`src/rtl/core/msd_pkg.sv`:
```
package msd_pkg;

	localparam int SAMPLE_W         = 16;
	localparam int STD_W            = 15;
	localparam int SQ_W             = 2 * SAMPLE_W - 1;
	localparam int ROOT_W           = SAMPLE_W;
	localparam int RAD_W            = 2 * ROOT_W;
	localparam int MAX_SET_SIZE_DEF = 1048576;

	typedef struct packed {
		logic take;
		logic close;
		logic div_load_mean;
		logic div_step;
		logic mean_cap;
		logic div_load_sq;
		logic mul;
		logic var_load;
		logic sqrt_step;
		logic out_load;
	} msd_cmd_t;

	typedef struct packed {
		logic count_full;
		logic out_free;
	} msd_stat_t;

endpackage

```
`src/rtl/core/msd_ctrl.sv`:
```
module msd_ctrl #(
	parameter int MAX_SET_SIZE = msd_pkg::MAX_SET_SIZE_DEF
) (
	input  logic              clk,
	input  logic              arst_n,
	input  logic              in_valid,
	input  logic              in_last,
	output logic              in_ready,
	input  msd_pkg::msd_stat_t stat,
	output msd_pkg::msd_cmd_t  cmd
);
	import msd_pkg::*;

	localparam int CNT_W  = $clog2(MAX_SET_SIZE + 1);
	localparam int SQS_W  = 2 * SAMPLE_W - 2 + CNT_W;
	localparam int STEP_W = $clog2(SQS_W);

	typedef enum logic [3:0] {
		ST_ACC,
		ST_FLUSH,
		ST_LOAD,
		ST_DIV_MEAN,
		ST_MEAN_CAP,
		ST_DIV_SQ,
		ST_MUL,
		ST_VAR,
		ST_SQRT,
		ST_DONE
	} state_t;

	state_t            state_q;
	logic [STEP_W-1:0] step_q;
	logic              beat;

	assign in_ready = (state_q == ST_ACC);
	assign beat     = in_valid && in_ready;

	always_comb begin
		cmd               = '0;
		cmd.take          = beat;
		cmd.close         = in_last || stat.count_full;
		cmd.div_load_mean = (state_q == ST_LOAD);
		cmd.div_step      = (state_q == ST_DIV_MEAN) || (state_q == ST_DIV_SQ);
		cmd.mean_cap      = (state_q == ST_MEAN_CAP);
		cmd.div_load_sq   = (state_q == ST_MEAN_CAP);
		cmd.mul           = (state_q == ST_MUL);
		cmd.var_load      = (state_q == ST_VAR);
		cmd.sqrt_step     = (state_q == ST_SQRT);
		cmd.out_load      = (state_q == ST_DONE) && stat.out_free;
	end

	always_ff @(posedge clk or negedge arst_n) begin
		if (!arst_n) begin
			state_q <= ST_ACC;
			step_q  <= '0;
		end else begin
			unique case (state_q)
				ST_ACC: begin
					if (beat && (in_last || stat.count_full)) begin
						state_q <= ST_FLUSH;
					end
				end
				ST_FLUSH: begin
					state_q <= ST_LOAD;
				end
				ST_LOAD: begin
					state_q <= ST_DIV_MEAN;
					step_q  <= STEP_W'(SQS_W - 1);
				end
				ST_DIV_MEAN: begin
					if (step_q == '0) begin
						state_q <= ST_MEAN_CAP;
					end else begin
						step_q <= step_q - 1'b1;
					end
				end
				ST_MEAN_CAP: begin
					state_q <= ST_DIV_SQ;
					step_q  <= STEP_W'(SQS_W - 1);
				end
				ST_DIV_SQ: begin
					if (step_q == '0) begin
						state_q <= ST_MUL;
					end else begin
						step_q <= step_q - 1'b1;
					end
				end
				ST_MUL: begin
					state_q <= ST_VAR;
				end
				ST_VAR: begin
					state_q <= ST_SQRT;
					step_q  <= STEP_W'(ROOT_W - 1);
				end
				ST_SQRT: begin
					if (step_q == '0) begin
						state_q <= ST_DONE;
					end else begin
						step_q <= step_q - 1'b1;
					end
				end
				ST_DONE: begin
					if (stat.out_free) begin
						state_q <= ST_ACC;
					end
				end
				default: begin
					state_q <= ST_ACC;
				end
			endcase
		end
	end

endmodule

```
`src/rtl/core/msd_dp.sv`:
```
module msd_dp #(
	parameter int MAX_SET_SIZE = msd_pkg::MAX_SET_SIZE_DEF
) (
	input  logic                                           clk,
	input  logic                                           arst_n,
	input  msd_pkg::msd_cmd_t                              cmd,
	output msd_pkg::msd_stat_t                             stat,
	input  logic signed [msd_pkg::SAMPLE_W-1:0]            sample,
	input  logic                                           out_ready,
	output logic                                           out_valid,
	output logic signed [msd_pkg::SAMPLE_W-1:0]            out_mean,
	output logic [msd_pkg::STD_W-1:0]                      out_std_dev,
	output logic [$clog2(MAX_SET_SIZE + 1)-1:0]            out_count
);
	import msd_pkg::*;

	localparam int CNT_W = $clog2(MAX_SET_SIZE + 1);
	localparam int SUM_W = SAMPLE_W + CNT_W;
	localparam int SQS_W = 2 * SAMPLE_W - 2 + CNT_W;
	localparam int REM_W = ROOT_W + 2;

	logic [CNT_W-1:0]           count_q;
	logic                       valid_s1;
	logic                       close_s1;
	logic signed [SAMPLE_W-1:0] sample_s1;
	logic [SQ_W-1:0]            square_s1;
	logic signed [2*SAMPLE_W-1:0] square_full;

	logic signed [SUM_W-1:0]    sum_q;
	logic [SQS_W-1:0]           sqsum_q;
	logic signed [SUM_W-1:0]    sum_nx;
	logic [SQS_W-1:0]           sqsum_nx;
	logic signed [SUM_W-1:0]    fin_sum_q;
	logic [SQS_W-1:0]           fin_sqsum_q;
	logic [CNT_W-1:0]           fin_cnt_q;

	logic [CNT_W-1:0]           rem_q;
	logic [SQS_W-1:0]           dvd_q;
	logic [CNT_W:0]             div_sh;
	logic                       div_ge;
	logic [CNT_W:0]             div_diff;
	logic [SUM_W-1:0]           sum_mag;
	logic                       mean_neg_q;
	logic signed [SAMPLE_W-1:0] mean_q;
	logic [SAMPLE_W-1:0]        mean_mag;

	logic [SQ_W-1:0]            mean_sq_q;
	logic [SQ_W-1:0]            sq_mean_q;
	logic signed [2*SAMPLE_W-1:0] mean_prod;

	logic [RAD_W-1:0]           rad_q;
	logic [REM_W-1:0]           srem_q;
	logic [ROOT_W-1:0]          root_q;
	logic [REM_W+1:0]           sq_sh;
	logic [REM_W+1:0]           sq_trial;
	logic                       sq_ge;
	logic [REM_W+1:0]           sq_diff;

	logic                       out_valid_q;

	assign stat.count_full = (count_q == CNT_W'(MAX_SET_SIZE - 1));
	assign stat.out_free   = !out_valid_q || out_ready;
	assign out_valid       = out_valid_q;

	assign square_full = sample * sample;

	always_ff @(posedge clk or negedge arst_n) begin
		if (!arst_n) begin
			count_q  <= '0;
			valid_s1 <= 1'b0;
			close_s1 <= 1'b0;
		end else begin
			valid_s1 <= cmd.take;
			close_s1 <= cmd.take && cmd.close;
			if (cmd.take) begin
				if (cmd.close) begin
					count_q <= '0;
				end else begin
					count_q <= count_q + 1'b1;
				end
			end
		end
	end

	always_ff @(posedge clk) begin
		if (cmd.take) begin
			sample_s1 <= sample;
			square_s1 <= square_full[SQ_W-1:0];
			if (cmd.close) begin
				fin_cnt_q <= count_q + 1'b1;
			end
		end
	end

	assign sum_nx   = sum_q + SUM_W'(sample_s1);
	assign sqsum_nx = sqsum_q + SQS_W'(square_s1);

	always_ff @(posedge clk or negedge arst_n) begin
		if (!arst_n) begin
			sum_q   <= '0;
			sqsum_q <= '0;
		end else if (valid_s1) begin
			if (close_s1) begin
				sum_q   <= '0;
				sqsum_q <= '0;
			end else begin
				sum_q   <= sum_nx;
				sqsum_q <= sqsum_nx;
			end
		end
	end

	always_ff @(posedge clk) begin
		if (valid_s1 && close_s1) begin
			fin_sum_q   <= sum_nx;
			fin_sqsum_q <= sqsum_nx;
		end
	end

	assign sum_mag  = fin_sum_q[SUM_W-1] ? SUM_W'(-fin_sum_q) : SUM_W'(fin_sum_q);
	assign div_sh   = {rem_q, dvd_q[SQS_W-1]};
	assign div_ge   = (div_sh >= {1'b0, fin_cnt_q});
	assign div_diff = div_sh - {1'b0, fin_cnt_q};
	assign mean_mag = dvd_q[SAMPLE_W-1:0];

	always_ff @(posedge clk) begin
		if (cmd.div_load_mean) begin
			rem_q      <= '0;
			dvd_q      <= SQS_W'(sum_mag);
			mean_neg_q <= fin_sum_q[SUM_W-1];
		end else if (cmd.div_load_sq) begin
			rem_q <= '0;
			dvd_q <= fin_sqsum_q;
		end else if (cmd.div_step) begin
			rem_q <= div_ge ? div_diff[CNT_W-1:0] : div_sh[CNT_W-1:0];
			dvd_q <= {dvd_q[SQS_W-2:0], div_ge};
		end
		if (cmd.mean_cap) begin
			mean_q <= mean_neg_q ? SAMPLE_W'(-mean_mag) : mean_mag;
		end
	end

	assign mean_prod = mean_q * mean_q;

	always_ff @(posedge clk) begin
		if (cmd.mul) begin
			mean_sq_q <= dvd_q[SQ_W-1:0];
			sq_mean_q <= mean_prod[SQ_W-1:0];
		end
	end

	assign sq_sh    = {srem_q, rad_q[RAD_W-1 -: 2]};
	assign sq_trial = {2'b00, root_q, 2'b01};
	assign sq_ge    = (sq_sh >= sq_trial);
	assign sq_diff  = sq_sh - sq_trial;

	always_ff @(posedge clk) begin
		if (cmd.var_load) begin
			rad_q  <= (mean_sq_q > sq_mean_q) ? RAD_W'(mean_sq_q - sq_mean_q) : '0;
			srem_q <= '0;
			root_q <= '0;
		end else if (cmd.sqrt_step) begin
			rad_q  <= {rad_q[RAD_W-3:0], 2'b00};
			srem_q <= sq_ge ? sq_diff[REM_W-1:0] : sq_sh[REM_W-1:0];
			root_q <= {root_q[ROOT_W-2:0], sq_ge};
		end
	end

	always_ff @(posedge clk or negedge arst_n) begin
		if (!arst_n) begin
			out_valid_q <= 1'b0;
		end else if (cmd.out_load) begin
			out_valid_q <= 1'b1;
		end else if (out_ready) begin
			out_valid_q <= 1'b0;
		end
	end

	always_ff @(posedge clk) begin
		if (cmd.out_load) begin
			out_mean    <= mean_q;
			out_std_dev <= root_q[ROOT_W-1] ? '1 : root_q[STD_W-1:0];
			out_count   <= fin_cnt_q;
		end
	end

endmodule

```
`src/rtl/core/stream_mean_and_std_dev.sv`:
```
// Samples are taken one per cycle while a set is being gathered.
// The beat that closes a set stalls the input while a shared one-bit-a-cycle divider
// and a two-bits-a-cycle root unit run.
// The result waits in an output register, so the next set is gathered while it is held.
// Reset clears the accumulators, the count and the output valid flag.
module stream_mean_and_std_dev #(
	parameter int MAX_SET_SIZE = msd_pkg::MAX_SET_SIZE_DEF
) (
	input  logic                                   clk,
	input  logic                                   arst_n,
	input  logic                                   s_tvalid,
	output logic                                   s_tready,
	input  logic [15:0]                            s_tdata, // sample
	input  logic                                   s_tlast, // last
	output logic                                   m_tvalid,
	input  logic                                   m_tready,
	// mean, std_dev, sample_count, zero padding
	output logic [((2 * msd_pkg::SAMPLE_W - 1 + $clog2(MAX_SET_SIZE + 1) + 7) / 8) * 8 - 1:0]
	                                               m_tdata
);
	import msd_pkg::*;

	localparam int CNT_W = $clog2(MAX_SET_SIZE + 1);
	localparam int OUT_W = SAMPLE_W + STD_W + CNT_W;
	localparam int M_W   = ((OUT_W + 7) / 8) * 8;

	msd_cmd_t                   cmd;
	msd_stat_t                  stat;
	logic signed [SAMPLE_W-1:0] out_mean;
	logic [STD_W-1:0]           out_std_dev;
	logic [CNT_W-1:0]           out_count;

	msd_ctrl #(
		.MAX_SET_SIZE(MAX_SET_SIZE)
	) u_ctrl (
		.clk     (clk),
		.arst_n  (arst_n),
		.in_valid(s_tvalid),
		.in_last (s_tlast),
		.in_ready(s_tready),
		.stat    (stat),
		.cmd     (cmd)
	);

	msd_dp #(
		.MAX_SET_SIZE(MAX_SET_SIZE)
	) u_dp (
		.clk        (clk),
		.arst_n     (arst_n),
		.cmd        (cmd),
		.stat       (stat),
		.sample     (s_tdata),
		.out_ready  (m_tready),
		.out_valid  (m_tvalid),
		.out_mean   (out_mean),
		.out_std_dev(out_std_dev),
		.out_count  (out_count)
	);

	assign m_tdata = M_W'({out_count, out_std_dev, out_mean});

endmodule

```
`config.mk`:
```
export PLATFORM = sky130hd
export DESIGN_NAME = stream_mean_and_std_dev
export DESIGN_NICKNAME = d
export VERILOG_FILES = /design/src/rtl/core/msd_pkg.sv /design/src/rtl/core/msd_ctrl.sv /design/src/rtl/core/msd_dp.sv /design/src/rtl/core/stream_mean_and_std_dev.sv
export SDC_FILE = /design/constraint.sdc
export NUM_CORES = 2
export LEC_CHECK = 0
export BUFFER_PORTS_ARGS = -buffer_cell sky130_fd_sc_hd__buf_4
export CORE_ASPECT_RATIO = 1.2
export CORE_UTILIZATION = 45
export DETAILED_ROUTE_END_ITERATION = 12
export PLACE_DENSITY = 0.64
export SKIP_LAST_GASP = 1
export SYNTH_ARGS = -nofsm -noshare
export SYNTH_HDL_FRONTEND = slang
export SYNTH_SLANG_ARGS = --single-unit
```
`constraint.sdc`:
```
create_clock -name clk -period 8.4 [get_ports clk]
set_input_delay 0.42 -clock clk [delete_from_list [all_inputs] [get_ports clk]]
set_output_delay 0.42 -clock clk [all_outputs]
set_load 0.02 [all_outputs]
```
# == Word-level counts from Yosys, hierarchy flattened ==
# Index checks and enable logic that the tools add are counted.
# op_classes
addsub,9
n_mul,2
order_cmp,3
n_eq_ne,16
n_mux,23
reduce_logical,20
# ops
op,count
two-way mux 51 bit,3
two-way mux 37 bit,3
two-way mux 32 bit,3
multiplier 16 x 16 -> 31 bit,2
adder 51 x 31 -> 51 bit,1
two-way mux 21 bit,2
one-hot mux 4 bit (10 select lines),1
adder 37 x 16 -> 37 bit,1
negator 37 bit,1
subtractor 31 x 31 -> 32 bit,1
greater-than comparator 31 bit,1
>= comparator 22 x 21 -> 1 bit,1
"adder 21 x 1 -> 21 bit, second input constant",1
"== test 21 x 20 -> 1 bit, second input constant",1
subtractor 21 bit,1
>= comparator 20 x 18 -> 1 bit,1
two-way mux 4 bit,5
two-way mux 18 bit,1
one-hot mux 6 bit (3 select lines),1
subtractor 18 bit,1
"== test 4 x 3 -> 1 bit, second input constant",4
two-way mux 16 bit,1
negator 16 bit,1
"== test 4 x 2 -> 1 bit, second input constant",2
other kinds (18),33
# word_totals
ff_bits,547
in_bits,21
out_inout_bits,58
wordCells,99

# == Depth between registers and ports, before layout ==
# depth
word_depth,5
ltp_mapped,26
ltp_nobuf,25

# == Cells and area by module ==
# A second synthesis with hierarchy kept.
# unflattened
hier_cells,4612
hier_area_um2,46208.1
# by_module_without_submodules
module,instances,cells_per_inst,area_per_inst_um2,seq_area_each_um2
msd_dp,1,4517,45379.8,14784.2
msd_ctrl,1,90,794.5,250.2
stream_mean_and_std_dev,1,5,33.8,0.0

# == Least setup slack after synthesis ==
# Ideal clock, no wire load.
# synth_timing
path_type,register to register
from,reg u_dp.mean_q[12]
to,reg u_dp.sq_mean_q[30] (data pin)
setup_time_ns,0.260
t_arrival_ns,6.201
setup_slack_ns,1.939
stages_incl_launch_ff,25
n_path_buf,1
synth_period_minus_slack_ns,6.461
path_cell_list,edfxtp_1 -> clkbuf_1 -> clkinv_1 -> nor2_1 -> ha_1 -> xor2_1 -> fa_1 -> fa_1 -> inv_1 -> fa_1 -> fa_1 -> inv_1 -> fa_1 -> inv_1 -> ha_1 -> a21o_1 -> a21o_1 -> a21oi_1 -> o21ai_0 -> a221oi_1 -> a211oi_1 -> o31ai_1 -> o21bai_1 -> a21oi_1 -> xnor2_1
# synth_between
elab_chain_len,1
# synth_lines
item,line,text
"start, declared",msd_dp.sv:44,logic signed [SAMPLE_W-1:0] mean_q;
"start signal, assigned",msd_dp.sv:139,mean_q <= mean_neg_q ? SAMPLE_W'(-mean_mag) : mean_mag;
multiplier 16 x 16 -> 31 bit,msd_dp.sv:143,assign mean_prod = mean_q * mean_q;
net u_dp.mean_prod[30],msd_dp.sv:49,logic signed [2*SAMPLE_W-1:0] mean_prod;
"end signal, assigned",msd_dp.sv:148,sq_mean_q <= mean_prod[SQ_W-1:0];
"end, declared",msd_dp.sv:48,logic [SQ_W-1:0] sq_mean_q;
# The timed path passes the listed nets, and every way through them passes these cells.
# A chain may end at the register's enable or synchronous reset.

# == Worst setup path after layout ==
# Same ends and word-level chain as after synthesis.

==> flow_summary.json <==
{
  "hold_class": "primary input to register",
  "finalNetCount": 5378,
  "fmax_mhz": 134,
  "post_cts_resized": 0,
  "critical_path_arrival_ns": 7.78,
  "grt_max_degree": 91,
  "synth_common_cells": "inv_1 (829), fa_1 (463), nand2_1 (395)",
  "num_rows": 127,
  "postSynth.asyncResetShare_pct": 22.4,
  "synth_cell_types": 89,
  "wl_per_cell_um": 17.0,
  "synth_top_area_share_pct": 23.2,
  "tightest_slew_ns": 1.08,
  "status": "finished, final reports clean",
  "setup_viol": 0,
  "totalWireLength_mm": 102,
  "h-tree-depth": 2,
  "synth_top_area_cell": "edfxtp_1",
  "coreArea_um2": 100000,
  "die_y_um": 351,
  "setup-tns-final_ns": 0,
  "hpwl_mm": 77.8,
  "netlist_area_um2": 45700,
  "die-area_um2": 103000,
  "antenna_left": 0,
  "synth_seq_cells": 544,
  "gp_congestion": 0.884,
  "cts-root-buf": "clkbuf_16",
  "worstSetupPathType": "register to register",
  "synth_ff_type": "edfxtp_1",
  "clk_pin_slew_worst_paths_ns": 0.06,
  "cts_setup_buffers": 0,
  "vias_per_cell": 5.23,
  "ys_top_cells_by_area": "edfxtp_1 (23%), fa_1 (20%), ha_1 (8.6%)",
  "cts_tree": "built",
  "dr.pass1.iters": 5,
  "clk_path_buf_depth": 3,
  "worstPathRequired_ns": 8.74,
  "yosysWarnings": 0,
  "grt_pass1_vias": 32700,
  "hold_viol_final": 0,
  "port-buffer-count": 74,
  "clkSinkCount": 544,
  "cp_max_fo": 10,
  "dieWidth_um": 293,
  "drive_gt1_share_pct": 5.76,
  "period_share_pct": 88.6,
  "holdBufCountCts": 2,
  "drt_iter0_markers": 1644,
  "max_cap_violations": 0,
  "finalCriticalPeriod_ns": 7.44,
  "syn_avg_cell_area_um2": 10.0,
  "ioPinCount": 79,
  "synth_most_common_cell": "inv_1",
  "grt-ovfl-total": 0,
  "grt_pass1_wl_mm": 169,
  "maxSlewViolCount": 0,
  "drc": 0,
  "antennaDiodeCount": 0,
  "cts_buffers": 61,
  "start_util_pct": 45.6,
  "clock_latency_ns": 0.67,
  "critPathCaptureType": "register",
  "rsz0062_at_grt": "no",
  "relSlewSlack_pct": 27.7,
  "vias": 31300,
  "syn2layout_area_growth_pct": 8.95,
  "syn_inst": 4548,
  "synth_edf_count": 353,
  "ys_seq_area_share_pct": 32.9,
  "antenna_found_initial": 0,
  "start_kind": "register",
  "fin_skew_ns": 0.0585,
  "grt_usage_pct": 20.4
}
==> final timing paths <==
| path | from | to | slack [ns] | cells after the start |
|---|---|---|---|---|
| max | u_dp.mean_q[12] | u_dp.sq_mean_q[30] | 0.96 | 23 |
| min | s_tlast | u_dp.count_q[20] | 0.10 | 3 |
| max reg2reg | u_dp.mean_q[12] | u_dp.sq_mean_q[30] | 0.96 | 23 |
| min reg2reg | u_dp.dvd_q[22] | u_dp.mean_sq_q[22] | 0.44 | 0 |
| max in group asynchronous | arst_n | u_dp.sqsum_q[4] | 6.64 | 3 |
| min in group asynchronous | arst_n | u_dp.out_valid | 0.27 | 2 |
==> kinds of logic (layout without fill, tap and decap cells) <==
group	Yosys count	count (layout)	synth area share (%)
DFF	544	544	32.9
xor gates and xnor gates	283	283	5.42
adders and majority gates	777	777	28.9
muxes	80	80	1.76
buffers and inverters	972	1054	8.13
other	1	4	0.00821
and+or+nand+nor	1030	1030	10.6
AOI/OAI and AO/OA	861	861	12.3
==> registers in the layout, indices dropped and copies added, names as in the netlist, 30 cells and up <==
name	count
u_dp.dvd_q	51
u_dp.fin_sqsum_q	51
u_dp.fin_sum_q	37
u_dp.mean_sq_q	31
u_dp.rad_q	32
u_dp.sq_mean_q	30
u_dp.sqsum_q	51
u_dp.square_s1	30
u_dp.sum_q	37
==> final cells by class <==
type                    count  area, um2
well taps                1354       1690
inverters                 835       3130
repair buffers            103        782
clock inverters            41        449
fillers                  9201      50500
clock buffers              75       1670
flip-flops and latches    544      15000
multi-input cells        3035      27000
==> worst max-delay path, stage by stage, from the launching register on <==
cell,delay (ns)
edfxtp_1,0.59
clkinv_1,0.38
nor2_1,0.30
ha_1,0.29
xor2_1,0.18
fa_1,0.51
fa_1,0.51
inv_1,0.05
fa_1,0.48
fa_1,0.50
inv_1,0.05
fa_1,0.47
inv_1,0.05
ha_1,0.33
a21o_1,0.17
a21o_1,0.20
a21oi_1,0.18
o21ai_0,0.18
a221oi_1,0.73
a211oi_1,0.21
o31ai_1,0.43
o21bai_1,0.10
a21oi_1,0.18
xnor2_1,0.08
==> routing by layer <==
| layer | global-route usage [%] | vias up | share of wire, % |
|---|---|---|---|
| li1 | - | 15200 | - |
| met1 | 26.6 | 15400 | 44 |
| met2 | 36.6 | 534 | 50 |
| met3 | 1.79 | 132 | 3.2 |
| met4 | 4.83 | 0 | 2.1 |
| met5 | 0 | - | 0 |
==> through the flow <==
stage | utilization (%) | cells | instance area, um2 | setup WS, ns | hold slack, ns
after global routing | 49.7 | 5987 | 49800 | 0.510 | 0.0845
after floorplan | - | 4551 | 45700 | 1.94 | 0.124
final | 49.7 | 5987 | 49800 | 0.956 | 0.103
after detailed placement | 47.5 | 5869 | 47600 | 1.01 | 0.400
after global placement | 47.5 | 5869 | 47600 | 1.16 | 0.406
after CTS | 49.6 | 5987 | 49800 | 0.986 | 0.0709
==> cells in the final DEF (no fill, tap or decap), drive strengths merged, types with 35 or more instances in the layout <==
cell type,count
dfxtp,69
nor2,225
a22o,74
o21ai,228
a21o,74
xnor2,192
clkbuf,75
mux2i,77
nand3,67
o31ai,35
a21oi,204
inv,835
buf,101
and2,95
xor2,91
a211oi,50
nor3,48
edfxtp,353
nand2,395
ha,314
dfrtp,122
fa,463
Power is not shown: default switching activity piles up to over one toggle a cycle in this logic, so the estimate is an artifact.
